`config.mk`:
```
export PLATFORM = sky130hd
export DESIGN_NAME = redundant_frame_link_supervisor
export DESIGN_NICKNAME = d
export VERILOG_FILES = /design/src/hdl/rfls_pkg.sv /design/src/hdl/rfls_regs.sv /design/src/hdl/rfls_store.sv /design/src/hdl/rfls_ctrl.sv /design/src/hdl/redundant_frame_link_supervisor.sv
export SDC_FILE = /design/constraint.sdc
export NUM_CORES = 1
export LEC_CHECK = 0
export BUFFER_PORTS_ARGS = -buffer_cell sky130_fd_sc_hd__buf_4
export CORE_AREA = 10 10 227 229
export CTS_BUF_LIST = sky130_fd_sc_hd__clkbuf_2
export DETAILED_ROUTE_END_ITERATION = 12
export DIE_AREA = 0 0 237 239
export SLEW_MARGIN = 10
export SYNTH_ARGS = -nofsm -noshare
export SYNTH_HDL_FRONTEND = slang
export SYNTH_HIERARCHICAL = 1
export SYNTH_SLANG_ARGS = --single-unit
```
`constraint.sdc`:
```
create_clock -name clk -period 4.7 [get_ports clk]
set_input_delay 0.705 -clock clk [delete_from_list [all_inputs] [get_ports clk]]
set_output_delay 0.705 -clock clk [all_outputs]
set_load 0.02 [all_outputs]
```
`src/hdl/rfls_pkg.sv`:
```
// Shared types and constants for the redundant frame link supervisor.
`timescale 1ns / 1ps

package rfls_pkg;

    localparam int STORE_DEPTH_DEF = 32;
    localparam int COPIES_DEF      = 3;

    // Each payload copy holds source, target and pump command
    localparam int FIELDS_PER_COPY = 3;

    localparam int APB_AW     = 5;
    localparam int APB_DW     = 32;
    localparam int IN_DATA_W  = 8;
    localparam int OUT_DATA_W = 16;

    localparam logic [7:0] SYNC_HI = 8'hAA;
    localparam logic [7:0] SYNC_LO = 8'h5A;
    localparam logic [7:0] END_HI  = 8'hCC;
    localparam logic [7:0] END_LO  = 8'hC3;
    localparam logic [7:0] PAD     = 8'h00;

    localparam logic [7:0] SECOND_LIMIT_RST  = 8'd200;
    localparam logic [7:0] OFFLINE_LIMIT_RST = 8'd29;
    localparam logic [7:0] IDLE_LIMIT_RST    = 8'd100;
    localparam logic [7:0] SOURCE_RST        = 8'hAB;
    localparam logic [7:0] TARGET_RST        = 8'hEF;

    // Lowest pointer value at which an end pair may be recognized, minus one
    localparam int END_MIN_PTR = 4;

    // Positions within one payload copy
    localparam logic [1:0] FLD_SRC = 2'd0;
    localparam logic [1:0] FLD_TGT = 2'd1;
    localparam logic [1:0] FLD_CMD = 2'd2;

    typedef enum logic [2:0] {
        REG_SECOND_LIMIT  = 3'd0,
        REG_OFFLINE_LIMIT = 3'd1,
        REG_IDLE_LIMIT    = 3'd2,
        REG_SOURCE        = 3'd3,
        REG_TARGET        = 3'd4
    } reg_idx_t;

    typedef enum logic [0:0] {
        OP_BYTE = 1'b0,
        OP_TICK = 1'b1
    } op_t;

    typedef struct packed {
        logic [7:0] second_limit;
        logic [7:0] offline_limit;
        logic [7:0] idle_limit;
        logic [7:0] source;
        logic [7:0] target;
    } cfg_t;

    typedef enum logic [2:0] {
        ST_IDLE,
        ST_RD_PREV,
        ST_CHECK,
        ST_PAY,
        ST_DECIDE,
        ST_REPLY,
        ST_EMIT
    } state_t;

endpackage

```
`src/hdl/rfls_regs.sv`:
```
// APB register file holding the supervisor configuration.
`timescale 1ns / 1ps

module rfls_regs
(
    input  logic                       clk,
    input  logic                       rst_n,
    input  logic                       psel,
    input  logic                       penable,
    input  logic                       pwrite,
    input  logic [rfls_pkg::APB_AW-1:0] paddr,
    input  logic [rfls_pkg::APB_DW-1:0] pwdata,
    output logic [rfls_pkg::APB_DW-1:0] prdata,
    output logic                       pready,
    output rfls_pkg::cfg_t             cfg
);

    rfls_pkg::cfg_t   cfg_reg;
    rfls_pkg::cfg_t   cfg_next;
    rfls_pkg::reg_idx_t idx;
    logic             wr_en;

    assign pready = 1'b1;
    assign idx    = rfls_pkg::reg_idx_t'(paddr[rfls_pkg::APB_AW-1:2]);
    assign wr_en  = psel && penable && pwrite && pready;
    assign cfg    = cfg_reg;

    always_comb
    begin
        cfg_next = cfg_reg;
        if (wr_en)
        begin
            case (idx)
                rfls_pkg::REG_SECOND_LIMIT:  cfg_next.second_limit  = pwdata[7:0];
                rfls_pkg::REG_OFFLINE_LIMIT: cfg_next.offline_limit = pwdata[7:0];
                rfls_pkg::REG_IDLE_LIMIT:    cfg_next.idle_limit    = pwdata[7:0];
                rfls_pkg::REG_SOURCE:        cfg_next.source        = pwdata[7:0];
                rfls_pkg::REG_TARGET:        cfg_next.target        = pwdata[7:0];
                default:                     cfg_next = cfg_reg;
            endcase
        end
    end

    always_comb
    begin
        case (idx)
            rfls_pkg::REG_SECOND_LIMIT:  prdata = {24'd0, cfg_reg.second_limit};
            rfls_pkg::REG_OFFLINE_LIMIT: prdata = {24'd0, cfg_reg.offline_limit};
            rfls_pkg::REG_IDLE_LIMIT:    prdata = {24'd0, cfg_reg.idle_limit};
            rfls_pkg::REG_SOURCE:        prdata = {24'd0, cfg_reg.source};
            rfls_pkg::REG_TARGET:        prdata = {24'd0, cfg_reg.target};
            default:                     prdata = '0;
        endcase
    end

    always_ff @(posedge clk or negedge rst_n)
    begin
        if (!rst_n)
        begin
            cfg_reg.second_limit  <= rfls_pkg::SECOND_LIMIT_RST;
            cfg_reg.offline_limit <= rfls_pkg::OFFLINE_LIMIT_RST;
            cfg_reg.idle_limit    <= rfls_pkg::IDLE_LIMIT_RST;
            cfg_reg.source        <= rfls_pkg::SOURCE_RST;
            cfg_reg.target        <= rfls_pkg::TARGET_RST;
        end
        else
        begin
            cfg_reg <= cfg_next;
        end
    end

endmodule

```
`src/hdl/rfls_store.sv`:
```
// Receive ring memory with per-entry valid bits and a registered read port.
`timescale 1ns / 1ps

module rfls_store
#(
    parameter int STORE_DEPTH = rfls_pkg::STORE_DEPTH_DEF,
    parameter int AW          = $clog2(STORE_DEPTH)
)
(
    input  logic          clk,
    input  logic          rst_n,
    input  logic          wr_en,
    input  logic [AW-1:0] wr_addr,
    input  logic [7:0]    wr_data,
    input  logic [AW-1:0] rd_addr,
    output logic [7:0]    rd_data
);

    logic [7:0]             mem [STORE_DEPTH];
    logic [STORE_DEPTH-1:0] vld_reg;
    logic [7:0]             rd_data_reg;
    logic                   rd_vld_reg;

    // Never-written entries read as zero
    assign rd_data = rd_vld_reg ? rd_data_reg : 8'd0;

    always_ff @(posedge clk)
    begin
        if (wr_en)
        begin
            mem[wr_addr] <= wr_data;
        end
        rd_data_reg <= mem[rd_addr];
    end

    always_ff @(posedge clk or negedge rst_n)
    begin
        if (!rst_n)
        begin
            vld_reg    <= '0;
            rd_vld_reg <= 1'b0;
        end
        else
        begin
            if (wr_en)
            begin
                vld_reg[wr_addr] <= 1'b1;
            end
            rd_vld_reg <= vld_reg[rd_addr];
        end
    end

endmodule

```
`src/hdl/rfls_ctrl.sv`:
```
// Sequencer: frame detection, payload vote, timers and reply generation.
`timescale 1ns / 1ps

module rfls_ctrl
#(
    parameter int STORE_DEPTH = rfls_pkg::STORE_DEPTH_DEF,
    parameter int COPIES      = rfls_pkg::COPIES_DEF,
    parameter int AW          = $clog2(STORE_DEPTH)
)
(
    input  logic                             clk,
    input  logic                             rst_n,
    input  rfls_pkg::cfg_t                   cfg,
    input  logic                             s_tvalid,
    output logic                             s_tready,
    input  logic [rfls_pkg::IN_DATA_W-1:0]   s_tdata,
    input  logic [0:0]                       s_tuser,
    output logic                             m_tvalid,
    input  logic                             m_tready,
    output logic [rfls_pkg::OUT_DATA_W-1:0]  m_tdata,
    output logic [0:0]                       m_tuser,
    output logic                             m_tlast,
    output logic                             mem_wr_en,
    output logic [AW-1:0]                    mem_wr_addr,
    output logic [7:0]                       mem_wr_data,
    output logic [AW-1:0]                    mem_rd_addr,
    input  logic [7:0]                       mem_rd_data
);

    localparam int PAY_N = rfls_pkg::FIELDS_PER_COPY * COPIES;
    localparam int CW    = $clog2(PAY_N + 1);
    localparam int REP_N = PAY_N + 4;
    localparam int EW    = $clog2(REP_N);

    localparam logic [AW-1:0] WP_LAST = AW'(STORE_DEPTH - 2);
    localparam logic [AW-1:0] WP_MIN  = AW'(rfls_pkg::END_MIN_PTR);
    localparam logic [AW:0]   DEPTH_W = (AW + 1)'(STORE_DEPTH);
    localparam logic [CW-1:0] PAY_END = CW'(PAY_N);
    localparam logic [CW-1:0] FIRST_COPY_END = CW'(rfls_pkg::FIELDS_PER_COPY);
    localparam logic [EW-1:0] REP_LAST = EW'(REP_N - 1);
    localparam logic [EW-1:0] REP_PRE  = EW'(REP_N - 2);

    rfls_pkg::state_t state_reg, state_next;

    logic [AW-1:0] wp_reg, wp_next;
    logic          in_frame_reg, in_frame_next;
    logic [7:0]    prev_reg, prev_next;
    logic [AW-1:0] start_reg, start_next;
    logic [7:0]    idle_reg, idle_next;
    logic [7:0]    sec_tick_reg, sec_tick_next;
    logic [7:0]    osec_reg, osec_next;
    logic          online_reg, online_next;
    logic [7:0]    pump_reg, pump_next;
    logic          wrote_reg, wrote_next;
    logic [CW-1:0] cnt_reg, cnt_next;
    logic [1:0]    lane_reg, lane_next;
    logic          bad_reg, bad_next;
    logic [EW-1:0] emit_reg, emit_next;
    logic          out_valid_reg, out_valid_next;

    // payload registers
    logic [7:0]    byte_reg, byte_next;
    logic [7:0]    cur_reg, cur_next;
    logic [7:0]    ref_reg [rfls_pkg::FIELDS_PER_COPY];
    logic          ref_we;
    logic [7:0]    out_byte_reg, out_byte_next;
    logic          out_txv_reg, out_txv_next;
    logic          out_last_reg, out_last_next;
    logic          out_pump_reg, out_pump_next;
    logic          out_online_reg, out_online_next;

    logic          accept;
    logic          slot_free;
    logic [AW:0]   pay_sum;
    logic [AW-1:0] pay_addr;
    logic [1:0]    lane_inc;
    logic [7:0]    sec_inc;
    logic [7:0]    osec_inc;
    logic          frame_ok;

    assign s_tready  = (state_reg == rfls_pkg::ST_IDLE);
    assign accept    = s_tvalid && s_tready;
    assign slot_free = !out_valid_reg || m_tready;

    assign pay_sum  = {1'b0, start_reg} + (AW + 1)'(cnt_reg);
    assign pay_addr = (pay_sum >= DEPTH_W) ? AW'(pay_sum - DEPTH_W) : pay_sum[AW-1:0];
    assign lane_inc = (lane_reg == FIELDS_PER_COPY_LAST()) ? 2'd0 : lane_reg + 2'd1;
    assign sec_inc  = sec_tick_reg + 8'd1;
    assign osec_inc = osec_reg + 8'd1;
    assign frame_ok = !bad_reg
                      && (ref_reg[rfls_pkg::FLD_SRC] == cfg.source)
                      && (ref_reg[rfls_pkg::FLD_TGT] == cfg.target);

    assign m_tvalid = out_valid_reg;
    assign m_tdata  = {6'd0, out_byte_reg, out_online_reg, out_pump_reg};
    assign m_tuser  = out_txv_reg;
    assign m_tlast  = out_last_reg;

    function automatic logic [1:0] FIELDS_PER_COPY_LAST();
        return 2'(rfls_pkg::FIELDS_PER_COPY - 1);
    endfunction

    always_comb
    begin
        state_next      = state_reg;
        wp_next         = wp_reg;
        in_frame_next   = in_frame_reg;
        prev_next       = prev_reg;
        start_next      = start_reg;
        idle_next       = idle_reg;
        sec_tick_next   = sec_tick_reg;
        osec_next       = osec_reg;
        online_next     = online_reg;
        pump_next       = pump_reg;
        wrote_next      = wrote_reg;
        cnt_next        = cnt_reg;
        lane_next       = lane_reg;
        bad_next        = bad_reg;
        emit_next       = emit_reg;
        out_valid_next  = out_valid_reg && !m_tready;
        byte_next       = byte_reg;
        cur_next        = cur_reg;
        ref_we          = 1'b0;
        out_byte_next   = out_byte_reg;
        out_txv_next    = out_txv_reg;
        out_last_next   = out_last_reg;
        out_pump_next   = out_pump_reg;
        out_online_next = out_online_reg;
        mem_wr_en       = 1'b0;
        mem_wr_addr     = wp_reg;
        mem_wr_data     = s_tdata;
        mem_rd_addr     = wp_reg;

        case (state_reg)
            rfls_pkg::ST_IDLE:
            begin
                if (accept)
                begin
                    if (rfls_pkg::op_t'(s_tuser[0]) == rfls_pkg::OP_TICK)
                    begin
                        sec_tick_next = sec_inc;
                        if (idle_reg != 8'hFF)
                        begin
                            idle_next = idle_reg + 8'd1;
                        end
                        if (idle_next >= cfg.idle_limit)
                        begin
                            wp_next = '0;
                        end
                        if (sec_inc > cfg.second_limit)
                        begin
                            sec_tick_next = 8'd0;
                            osec_next     = osec_inc;
                            if (osec_inc > cfg.offline_limit)
                            begin
                                osec_next   = 8'd0;
                                online_next = 1'b0;
                            end
                        end
                        state_next = rfls_pkg::ST_EMIT;
                    end
                    else
                    begin
                        // frame start opens the store for writing at this slot
                        if (s_tdata == rfls_pkg::SYNC_LO && prev_reg == rfls_pkg::SYNC_HI)
                        begin
                            in_frame_next = 1'b1;
                            start_next    = wp_reg + AW'(1);
                        end
                        mem_wr_en   = in_frame_next;
                        wrote_next  = in_frame_next;
                        byte_next   = s_tdata;
                        prev_next   = s_tdata;
                        idle_next   = 8'd0;
                        mem_rd_addr = wp_reg;
                        state_next  = rfls_pkg::ST_RD_PREV;
                    end
                end
            end

            rfls_pkg::ST_RD_PREV:
            begin
                cur_next    = wrote_reg ? byte_reg : mem_rd_data;
                mem_rd_addr = wp_reg - AW'(1);
                state_next  = rfls_pkg::ST_CHECK;
            end

            rfls_pkg::ST_CHECK:
            begin
                if (wp_reg > WP_MIN && cur_reg == rfls_pkg::END_LO
                    && mem_rd_data == rfls_pkg::END_HI)
                begin
                    in_frame_next = 1'b0;
                    wp_next       = '0;
                    cnt_next      = '0;
                    lane_next     = 2'd0;
                    bad_next      = 1'b0;
                    state_next    = rfls_pkg::ST_PAY;
                end
                else
                begin
                    wp_next    = (wp_reg == WP_LAST) ? '0 : wp_reg + AW'(1);
                    state_next = rfls_pkg::ST_EMIT;
                end
            end

            rfls_pkg::ST_PAY:
            begin
                // one read issued and one byte checked per cycle
                mem_rd_addr = pay_addr;
                if (cnt_reg != '0)
                begin
                    lane_next = lane_inc;
                    if (cnt_reg <= FIRST_COPY_END)
                    begin
                        ref_we = 1'b1;
                    end
                    else if (mem_rd_data != ref_reg[lane_reg])
                    begin
                        bad_next = 1'b1;
                    end
                end
                cnt_next = cnt_reg + CW'(1);
                if (cnt_reg == PAY_END)
                begin
                    state_next = rfls_pkg::ST_DECIDE;
                end
            end

            rfls_pkg::ST_DECIDE:
            begin
                if (frame_ok)
                begin
                    online_next = 1'b1;
                    osec_next   = 8'd0;
                    pump_next   = ref_reg[rfls_pkg::FLD_CMD];
                    emit_next   = '0;
                    lane_next   = 2'd0;
                    state_next  = rfls_pkg::ST_REPLY;
                end
                else
                begin
                    state_next = rfls_pkg::ST_EMIT;
                end
            end

            rfls_pkg::ST_REPLY:
            begin
                if (slot_free)
                begin
                    out_valid_next  = 1'b1;
                    out_txv_next    = 1'b1;
                    out_pump_next   = online_reg && (pump_reg != 8'd0);
                    out_online_next = online_reg;
                    out_last_next   = (emit_reg == REP_LAST);
                    if (emit_reg == '0)
                    begin
                        out_byte_next = rfls_pkg::SYNC_HI;
                    end
                    else if (emit_reg == EW'(1))
                    begin
                        out_byte_next = rfls_pkg::SYNC_LO;
                    end
                    else if (emit_reg == REP_PRE)
                    begin
                        out_byte_next = rfls_pkg::END_HI;
                    end
                    else if (emit_reg == REP_LAST)
                    begin
                        out_byte_next = rfls_pkg::END_LO;
                    end
                    else
                    begin
                        lane_next = lane_inc;
                        case (lane_reg)
                            rfls_pkg::FLD_SRC: out_byte_next = cfg.target;
                            rfls_pkg::FLD_TGT: out_byte_next = pump_reg;
                            default:           out_byte_next = rfls_pkg::PAD;
                        endcase
                    end
                    emit_next = emit_reg + EW'(1);
                    if (emit_reg == REP_LAST)
                    begin
                        state_next = rfls_pkg::ST_IDLE;
                    end
                end
            end

            rfls_pkg::ST_EMIT:
            begin
                if (slot_free)
                begin
                    out_valid_next  = 1'b1;
                    out_txv_next    = 1'b0;
                    out_byte_next   = 8'd0;
                    out_last_next   = 1'b1;
                    out_pump_next   = online_reg && (pump_reg != 8'd0);
                    out_online_next = online_reg;
                    state_next      = rfls_pkg::ST_IDLE;
                end
            end

            default:
            begin
                state_next = rfls_pkg::ST_IDLE;
            end
        endcase
    end

    always_ff @(posedge clk or negedge rst_n)
    begin
        if (!rst_n)
        begin
            state_reg     <= rfls_pkg::ST_IDLE;
            wp_reg        <= '0;
            in_frame_reg  <= 1'b0;
            prev_reg      <= 8'd0;
            start_reg     <= '0;
            idle_reg      <= 8'd0;
            sec_tick_reg  <= 8'd0;
            osec_reg      <= 8'd0;
            online_reg    <= 1'b0;
            pump_reg      <= 8'd0;
            wrote_reg     <= 1'b0;
            cnt_reg       <= '0;
            lane_reg      <= 2'd0;
            bad_reg       <= 1'b0;
            emit_reg      <= '0;
            out_valid_reg <= 1'b0;
        end
        else
        begin
            state_reg     <= state_next;
            wp_reg        <= wp_next;
            in_frame_reg  <= in_frame_next;
            prev_reg      <= prev_next;
            start_reg     <= start_next;
            idle_reg      <= idle_next;
            sec_tick_reg  <= sec_tick_next;
            osec_reg      <= osec_next;
            online_reg    <= online_next;
            pump_reg      <= pump_next;
            wrote_reg     <= wrote_next;
            cnt_reg       <= cnt_next;
            lane_reg      <= lane_next;
            bad_reg       <= bad_next;
            emit_reg      <= emit_next;
            out_valid_reg <= out_valid_next;
        end
    end

    always_ff @(posedge clk)
    begin
        byte_reg       <= byte_next;
        cur_reg        <= cur_next;
        out_byte_reg   <= out_byte_next;
        out_txv_reg    <= out_txv_next;
        out_last_reg   <= out_last_next;
        out_pump_reg   <= out_pump_next;
        out_online_reg <= out_online_next;
        if (ref_we)
        begin
            ref_reg[lane_reg] <= mem_rd_data;
        end
    end

endmodule

```
`src/hdl/redundant_frame_link_supervisor.sv`:
```
// Top level of the redundant frame link supervisor.
`timescale 1ns / 1ps

// Usage
//   Input stream (s_*): one word per received serial byte or 5 ms tick.
//     s_tuser selects the kind (0 byte, 1 tick), s_tdata carries the byte.
//   Output stream (m_*): one word per input, or a 13-word reply frame
//     (AA 5A, three copies of target/pump/00, CC C3) when a frame with
//     three matching payload copies and correct addresses closes.
//     m_tlast marks the final word caused by an input.
//   APB: five 8-bit regs at 0x00..0x10, written while idle (user's duty, unchecked).
// Timing
//   One item is worked on at a time. A tick goes to EMIT for its word, a byte
//   through RD_PREV (ring read of the current and previous slot), CHECK and EMIT.
//   A frame end adds the payload vote (PAY, DECIDE), one read per byte on the
//   single ring read port, then one reply word per cycle while m_tready is high.
//   s_tready returns in the same cycle as the last word enters the output
//   register, so a new item is taken while that word still waits.
// Reset
//   rst_n clears all counters, the sequencer flags and the ring valid bits at once;
//   entries never written read as zero. No clearing pass is needed.
// Backpressure
//   A stalled m_tready holds the output word and pauses the sequencer at its next output word.

module redundant_frame_link_supervisor
#(
    parameter int STORE_DEPTH = rfls_pkg::STORE_DEPTH_DEF,
    parameter int COPIES      = rfls_pkg::COPIES_DEF
)
(
    input  logic                            clk,
    input  logic                            rst_n,
    // APB configuration
    input  logic                            psel,
    input  logic                            penable,
    input  logic                            pwrite,
    input  logic [rfls_pkg::APB_AW-1:0]     paddr,
    input  logic [rfls_pkg::APB_DW-1:0]     pwdata,
    output logic [rfls_pkg::APB_DW-1:0]     prdata,
    output logic                            pready,
    // input words
    input  logic                            s_tvalid,
    output logic                            s_tready,
    input  logic [rfls_pkg::IN_DATA_W-1:0]  s_tdata,  // [7:0] rx_byte
    input  logic [0:0]                      s_tuser,  // [0] operation
    // result words
    output logic                            m_tvalid,
    input  logic                            m_tready,
    output logic [rfls_pkg::OUT_DATA_W-1:0] m_tdata,  // [0] pump_on, [1] link_online,
                                                      // [9:2] tx_byte, [15:10] zero
    output logic [0:0]                      m_tuser,  // [0] tx_valid
    output logic                            m_tlast   // last
);

    localparam int AW = $clog2(STORE_DEPTH);

    rfls_pkg::cfg_t cfg;
    logic           mem_wr_en;
    logic [AW-1:0]  mem_wr_addr;
    logic [7:0]     mem_wr_data;
    logic [AW-1:0]  mem_rd_addr;
    logic [7:0]     mem_rd_data;

    rfls_regs u_regs
    (
        .clk     (clk),
        .rst_n   (rst_n),
        .psel    (psel),
        .penable (penable),
        .pwrite  (pwrite),
        .paddr   (paddr),
        .pwdata  (pwdata),
        .prdata  (prdata),
        .pready  (pready),
        .cfg     (cfg)
    );

    // ring of received bytes
    rfls_store
    #(
        .STORE_DEPTH (STORE_DEPTH),
        .AW          (AW)
    )
    u_store
    (
        .clk     (clk),
        .rst_n   (rst_n),
        .wr_en   (mem_wr_en),
        .wr_addr (mem_wr_addr),
        .wr_data (mem_wr_data),
        .rd_addr (mem_rd_addr),
        .rd_data (mem_rd_data)
    );

    rfls_ctrl
    #(
        .STORE_DEPTH (STORE_DEPTH),
        .COPIES      (COPIES),
        .AW          (AW)
    )
    u_ctrl
    (
        .clk         (clk),
        .rst_n       (rst_n),
        .cfg         (cfg),
        .s_tvalid    (s_tvalid),
        .s_tready    (s_tready),
        .s_tdata     (s_tdata),
        .s_tuser     (s_tuser),
        .m_tvalid    (m_tvalid),
        .m_tready    (m_tready),
        .m_tdata     (m_tdata),
        .m_tuser     (m_tuser),
        .m_tlast     (m_tlast),
        .mem_wr_en   (mem_wr_en),
        .mem_wr_addr (mem_wr_addr),
        .mem_wr_data (mem_wr_data),
        .mem_rd_addr (mem_rd_addr),
        .mem_rd_data (mem_rd_data)
    );

endmodule

```
; Word level (Yosys, flattened, before mapping)
; Memory sizes are Yosys's and may differ from the RTL's. A register that Yosys moved wholly into a read port is not among the register bits.
; Cells that the tools add are included.
; Widths: inputs -> output; s select.
[totals]
ff_bits = 161
mem_count = 2
mem_bits_rw = 280
output_inout_bits = 53
[mem_list]
columns = name, words, word_bits, read_ports, rd_ports_with_merged_regs, write_ports, line_no
row1 = u_store.mem, 32, 8, 1, 1, 1, rfls_store.sv:19  ; logic [7:0] mem [STORE_DEPTH];
row2 = u_ctrl.ref_reg, 3, 8, 4, 1, 1, rfls_ctrl.sv:64  ; logic [7:0] ref_reg [rfls_pkg::FIELDS_PER_COPY];
[classes]
eq_ne = 44
muxes = 91
add_sub_neg = 10
bitwise_logic = 2
n_lt_le_gt_ge = 9
n_reduce_logical = 50
[op_table]
columns = op, count
row1 = $mux 8, 19
row2 = $pmux 8 s2, 3
row3 = $pmux 8 s5, 1
row4 = $or 32x32->32, 1
row5 = $mux 5, 6
row6 = $mux 1, 29
row7 = $add 8x1->8 const B, 3
row8 = $eq 8x8->1 const B, 3
row9 = $ne 2x2->1 const B, 11
row10 = $mux 3, 7
row11 = $pmux 3 s7, 1
row12 = $mux 2, 10
row13 = $pmux 5 s2, 2
row14 = $reduce_and 2->1, 9
row15 = $eq 8x8->1, 2
row16 = $gt 8x8->1, 2
row17 = $ne 2x1->1 const B, 8
row18 = $pmux 4 s2, 2
row19 = $reduce_and 5->1, 3
row20 = $eq 3x2->1 const B, 4
row21 = $eq 3x3->1 const B, 4
row22 = $eq 4x4->1 const B, 3
row23 = $lt 5x6->1 const B, 2
row24 = $mux 4, 3
row25 = 37 further kinds, 68

; Longest topological paths before layout
[depth]
word_depth = 10
depth_mapped = 12
depth_no_buf = 11

; Hierarchy
; The synthesis kept the hierarchy.
[by_module_without_submodules]
columns = mod, n_inst, cells_each, area_each_um2, seq_area_each_um2
row1 = rfls_store, 1, 503, 11379.7, 8673.3
row2 = rfls_ctrl, 1, 671, 7304.5, 3503.4
row3 = rfls_regs, 1, 160, 2134.5, 1028.5

; Worst setup path after synthesis
; Ideal clock, no wire load.
[synth_timing]
path_kind = reg-to-reg
start = register u_ctrl.state_reg[1]
end = memory u_store.mem[0][0], enable pin
arrival_ps = 3119
t_required_ps = 4327
slack_ps = 1208
stages_incl_launch_ff = 12
path_cell_list = dfrtp_1 -> buf_2 -> inv_1 -> nand2_1 -> clkinv_1 -> nand2_1 -> nor2_1 -> clkbuf_1 -> a21boi_0 -> or3b_2 -> clkbuf_1 -> nor2_1
[synth_via]
elab_chain_cells = 6
[synth_rtl]
columns = element, line_no
row1 = start: declaration, rfls_ctrl.sv:43  ; rfls_pkg::state_t state_reg, state_next;
row2 = start signal: assignment, rfls_ctrl.sv:314  ; state_reg <= rfls_pkg::ST_IDLE;
row3 = start signal: assignment, rfls_ctrl.sv:333  ; state_reg <= state_next;
row4 = $logic_not 3->1 (*), rfls_ctrl.sv:81  ; assign s_tready = (state_reg == rfls_pkg::ST_IDLE);
row5 = named net s_tready, redundant_frame_link_supervisor.sv:43  ; output logic s_tready,
row6 = $logic_and 1x1->1, rfls_ctrl.sv:82  ; assign accept = s_tvalid && s_tready;
row7 = $mux 1, rfls_ctrl.sv:137  ; if (accept)
row8 = $mux 1 (*), rfls_ctrl.sv:134  ; case (state_reg)
row9 = named net mem_wr_en, redundant_frame_link_supervisor.sv:58  ; logic mem_wr_en;
row10 = $mux 1 (*), rfls_store.sv:29  ; if (wr_en)
row11 = $mux 1 (not written as such) (*), rfls_store.sv:31  ; mem[wr_addr] <= wr_data;
row12 = end: declaration, rfls_store.sv:19
; Mark *: on every way through the listed nets, which the timed path passes. The rest lies on a longest branch.

; Final worst setup path
[layout_timing]
start = register u_ctrl.wp_reg[0] (netlist: u_ctrl/mem_wr_addr[0])
end = register u_store.rd_data_reg[0], read port of u_store.mem
[layout_via]
elab_chain_cells = 2
[layout_rtl]
columns = element, line_no
row1 = start: declaration, rfls_ctrl.sv:45  ; logic [AW-1:0] wp_reg, wp_next;
row2 = start signal: assignment, rfls_ctrl.sv:334  ; wp_reg <= wp_next;
row3 = $sub 5x1->5, rfls_ctrl.sv:184  ; mem_rd_addr = wp_reg - AW'(1);
row4 = $pmux 5 s2, rfls_ctrl.sv:134
row5 = named net mem_rd_addr[1], redundant_frame_link_supervisor.sv:61  ; logic [AW-1:0] mem_rd_addr;
row6 = end: declaration, rfls_store.sv:21  ; logic [7:0] rd_data_reg;
; The timed path passes the listed nets, and every way through them passes these cells.
; A chain may end at the register's enable or synchronous reset.

==> results.toml <==
[place]
finalWeightedCongestion = 0.829
io_buffers = 48
place_ws_ps = 951
dp_hpwl_um = 31000

[global_routing]
grt_overflow_total = 0
grt_pass1_vias = 12229
grt_pass1_wl_um = 72600
grt_max_degree = 87
grtUsageTotal = 0.166
antenna_found_initial = 3

[clock_network]
cts_max_level = 3
clock-sinks = 465
post_cts_buffers = 0
cts_buffers = 115
clk_latency_ps = 1160
tritoncts = "built"
clk_root_buffer_cell = "clkbuf_2"
clk_pin_slew_worst_paths_ps = 110
cts.path.max_buffers = 3

[power]
p_sw_frac = 0.339
p_leak_nw = 8.98
clkPwrFrac = 0.236
combPwrFrac = 0.334
p_switching_mw = 4.23
p_int_mw = 8.24
power.density_mw_per_mm2 = 534
power_frac_seq = 0.430
irDropWorstVdd_mv = 0.346

[floorplanning]
core_area_mm2 = 0.0471
die_w_um = 237
die_h_um = 239
die_area_mm2 = 0.0566
initial_utilization = 0.442
rows = 80
io_pins = 106

[route]
vias_per_cell = 5.32
drt_iter0_drc = 791
vias = 11836
routedWlPerCell_um = 20.8
antenna_left = 0
drt_wl_total_um = 46400
route.detailed.drc = 0
drt-pass1-iter-count = 5

[synthesis]
syn_area_mm2 = 0.0208
synth_edf_count = 316
synth_seq_cells = 465
synth_top_area_share = 0.456
ys.flop_type = "edfxtp_1"
synth_top_cell_by_area = "edfxtp_1"
synth_warnings = 6
synth_cells = 1334
async_flop_share = 0.303
ys_seq_area_frac = 0.634
syn-mean-instance-area_um2 = 15.6
ys_top_cells_by_area = "edfxtp_1 (46%), dfrtp_1 (14%), mux4_2 (11%)"
yosysUniqueCellTypes = 72

[sta]
finalHoldViolations = 0
drv_slew = 0
rsz0062_at_grt = "false"
hold-worst-slack_ps = 160
worst_slew_pin_slew_ps = 1130
setup_tns_ps = 0
finalCritPeriodShare = 0.791
fmax_ghz = 0.269
layout_min_cycle_time_ps = 3720
setup_ws_ps = 983
setup-violations-final = 0
max_slew_margin = 0.246
finClkSkew_ps = 94.0

[worst_hold_path]
hp-class = "in -> reg"

[run_status]
status = "complete, no violations"

[final_layout]
num-fill-cells = 4085
layout-drive-gt1-share = 0.337
nets = 1599
syn_to_final_growth_pct = 12.2
largest_reg_flops = 256

[setup_path]
endpoint_kind = "flop"
slowest_stage = "mux4_2"
cp_max_fo = 30
cp_slowest_stage_delay_ps = 590
required_ps = 5680
path_class = "reg -> reg"
arrival_ps = 4700
path_cells = "inv_1, ha_1, nor2_1, a21oi_1, o21ai_4, buf_12, mux4_2, mux4_2, mux2_2"
start_kind = "flop"
cpMostUsedCell = "mux4_2"

[run]
maxCapViolCount = 0
cell type report:
| cell class | count | area, µm² | share of cell area |
|---|---|---|---|
| multi-input combinational | 763 | 7030 | 0.301 |
| clock buffer | 173 | 866 | 0.0371 |
| sequential | 465 | 13200 | 0.566 |
| inverter | 40 | 150 | 0.00643 |
| antenna | 4 | 10.0 | 0.000429 |
| clock inverter | 46 | 338 | 0.0145 |
| tap | 615 | 769 | 0.0330 |
| timing repair buffer | 119 | 985 | 0.0422 |
synth_stat cells, types with 12 or more instances:
library cell  instances
ha_1                 41
inv_1                38
nor2_1               81
or2_2                30
mux2i_1              18
clkbuf_1             27
and3_1               18
mux2_2               87
o21ai_0              30
xor2_1               12
buf_4                49
nand2_1              53
nand3_1              29
a21oi_1              34
mux4_2               98
xnor2_1              38
dfstp_2              22
dfrtp_1             119
edfxtp_1            316
cell families after synthesis:
kind of cell / after synthesis / share of synthesized area
adders and majority gates: 42 / 0.0256
other: 3 / 0.000541
and+or+nand+nor: 296 / 0.0756
buffers and inverters: 134 / 0.0346
xor gates and xnor gates: 50 / 0.0210
AOI/OAI and AO/OA: 137 / 0.0438
muxes: 207 / 0.165
DFF: 465 / 0.634
metrics by stage:
stage           util  cells  instance area [µm²]  power, mW
2_1_floorplan      -   1362                20900       8.40
3_3_place_gp   0.465   1982                21900       9.59
3_5_place_dp   0.465   1982                21900       9.64
4_1_cts        0.495   2221                23300       12.6
5_1_grt        0.495   2225                23300       13.3
6_report       0.495   2225                23300       12.5
worst paths after layout:
kind / from / to / slack [ps] / cells after the start
worst min register to register: u_store/vld_reg[13] / u_store/vld_reg[13] / 470 / 1
max in group asynchronous: rst_n / u_ctrl/idle_reg[3] / 3470 / 3
min in group asynchronous: rst_n / u_ctrl/osec_reg[4] / 240 / 2
worst min-delay path: s_tdata[3] / u_store/mem[10][3] / 160 / 2
worst max register to register: u_ctrl/mem_wr_addr[0] / u_store/rd_data_reg[0] / 980 / 9
worst max-delay path: u_ctrl/mem_wr_addr[0] / u_store/rd_data_reg[0] / 980 / 9
worst max-delay path: cells and delay by family (launching register included):
family	cells	cell delay, ps
fa+ha+maj	1	370
flops	1	540
simple gates	1	90
mux	3	1420
compound gates	2	570
buf+inv	2	530
power groups by stage:
stage / combinational [mW] / clock [mW] / sequential (mW)
4_1_cts: 4.22 / 3.07 / 5.36
3_5_place_dp: 4.19 / 0 / 5.45
5_1_grt: 4.55 / 3.29 / 5.43
2_1_floorplan: 3.17 / 0 / 5.23
6_report: 4.16 / 2.95 / 5.36
3_3_place_gp: 4.16 / 0 / 5.43
cells in the final DEF (no fill, tap or decap), drive strengths merged, types with 8 or more instances in the layout:
cell type    netlist  final
nor3               8      8
a21o              10     10
a221o             10     10
xor2              12     12
xnor2             38     38
nand2b             9      9
dlygate4sd3        0     20
and2              11     11
o21ai             30     30
mux4              98     98
nand3             29     29
a21oi             35     35
dfstp             22     22
edfxtp           316    316
dfxtp              8      8
a31oi              9      9
nand4              9      9
nand2             54     54
nor2              82     82
or2               30     30
conb               3     31
mux2              91     91
mux2i             18     18
ha                41     41
inv               38     41
dfrtp            119    119
clkbuf            27    173
clkinv             2     40
and3              19     19
nor2b             10     10
buf               67     99
what timing repair did:
item,4_1_cts,5_1_grt
hold endpoints to repair,353,0
setup endpoints to repair,0,0
hold buffers,20,0
resized for setup,0,0
routing by layer:
metal / wire [µm] / vias up / track usage
li1: - / 5456 / -
met1: 19900 / 6022 / 0.210
met4: 1050 / 0 / 0.0585
met3: 1990 / 73 / 0.0368
met5: 0 / - / 0
met2: 23400 / 285 / 0.275
No activity file was read; power rests on OpenSTA's default activity.
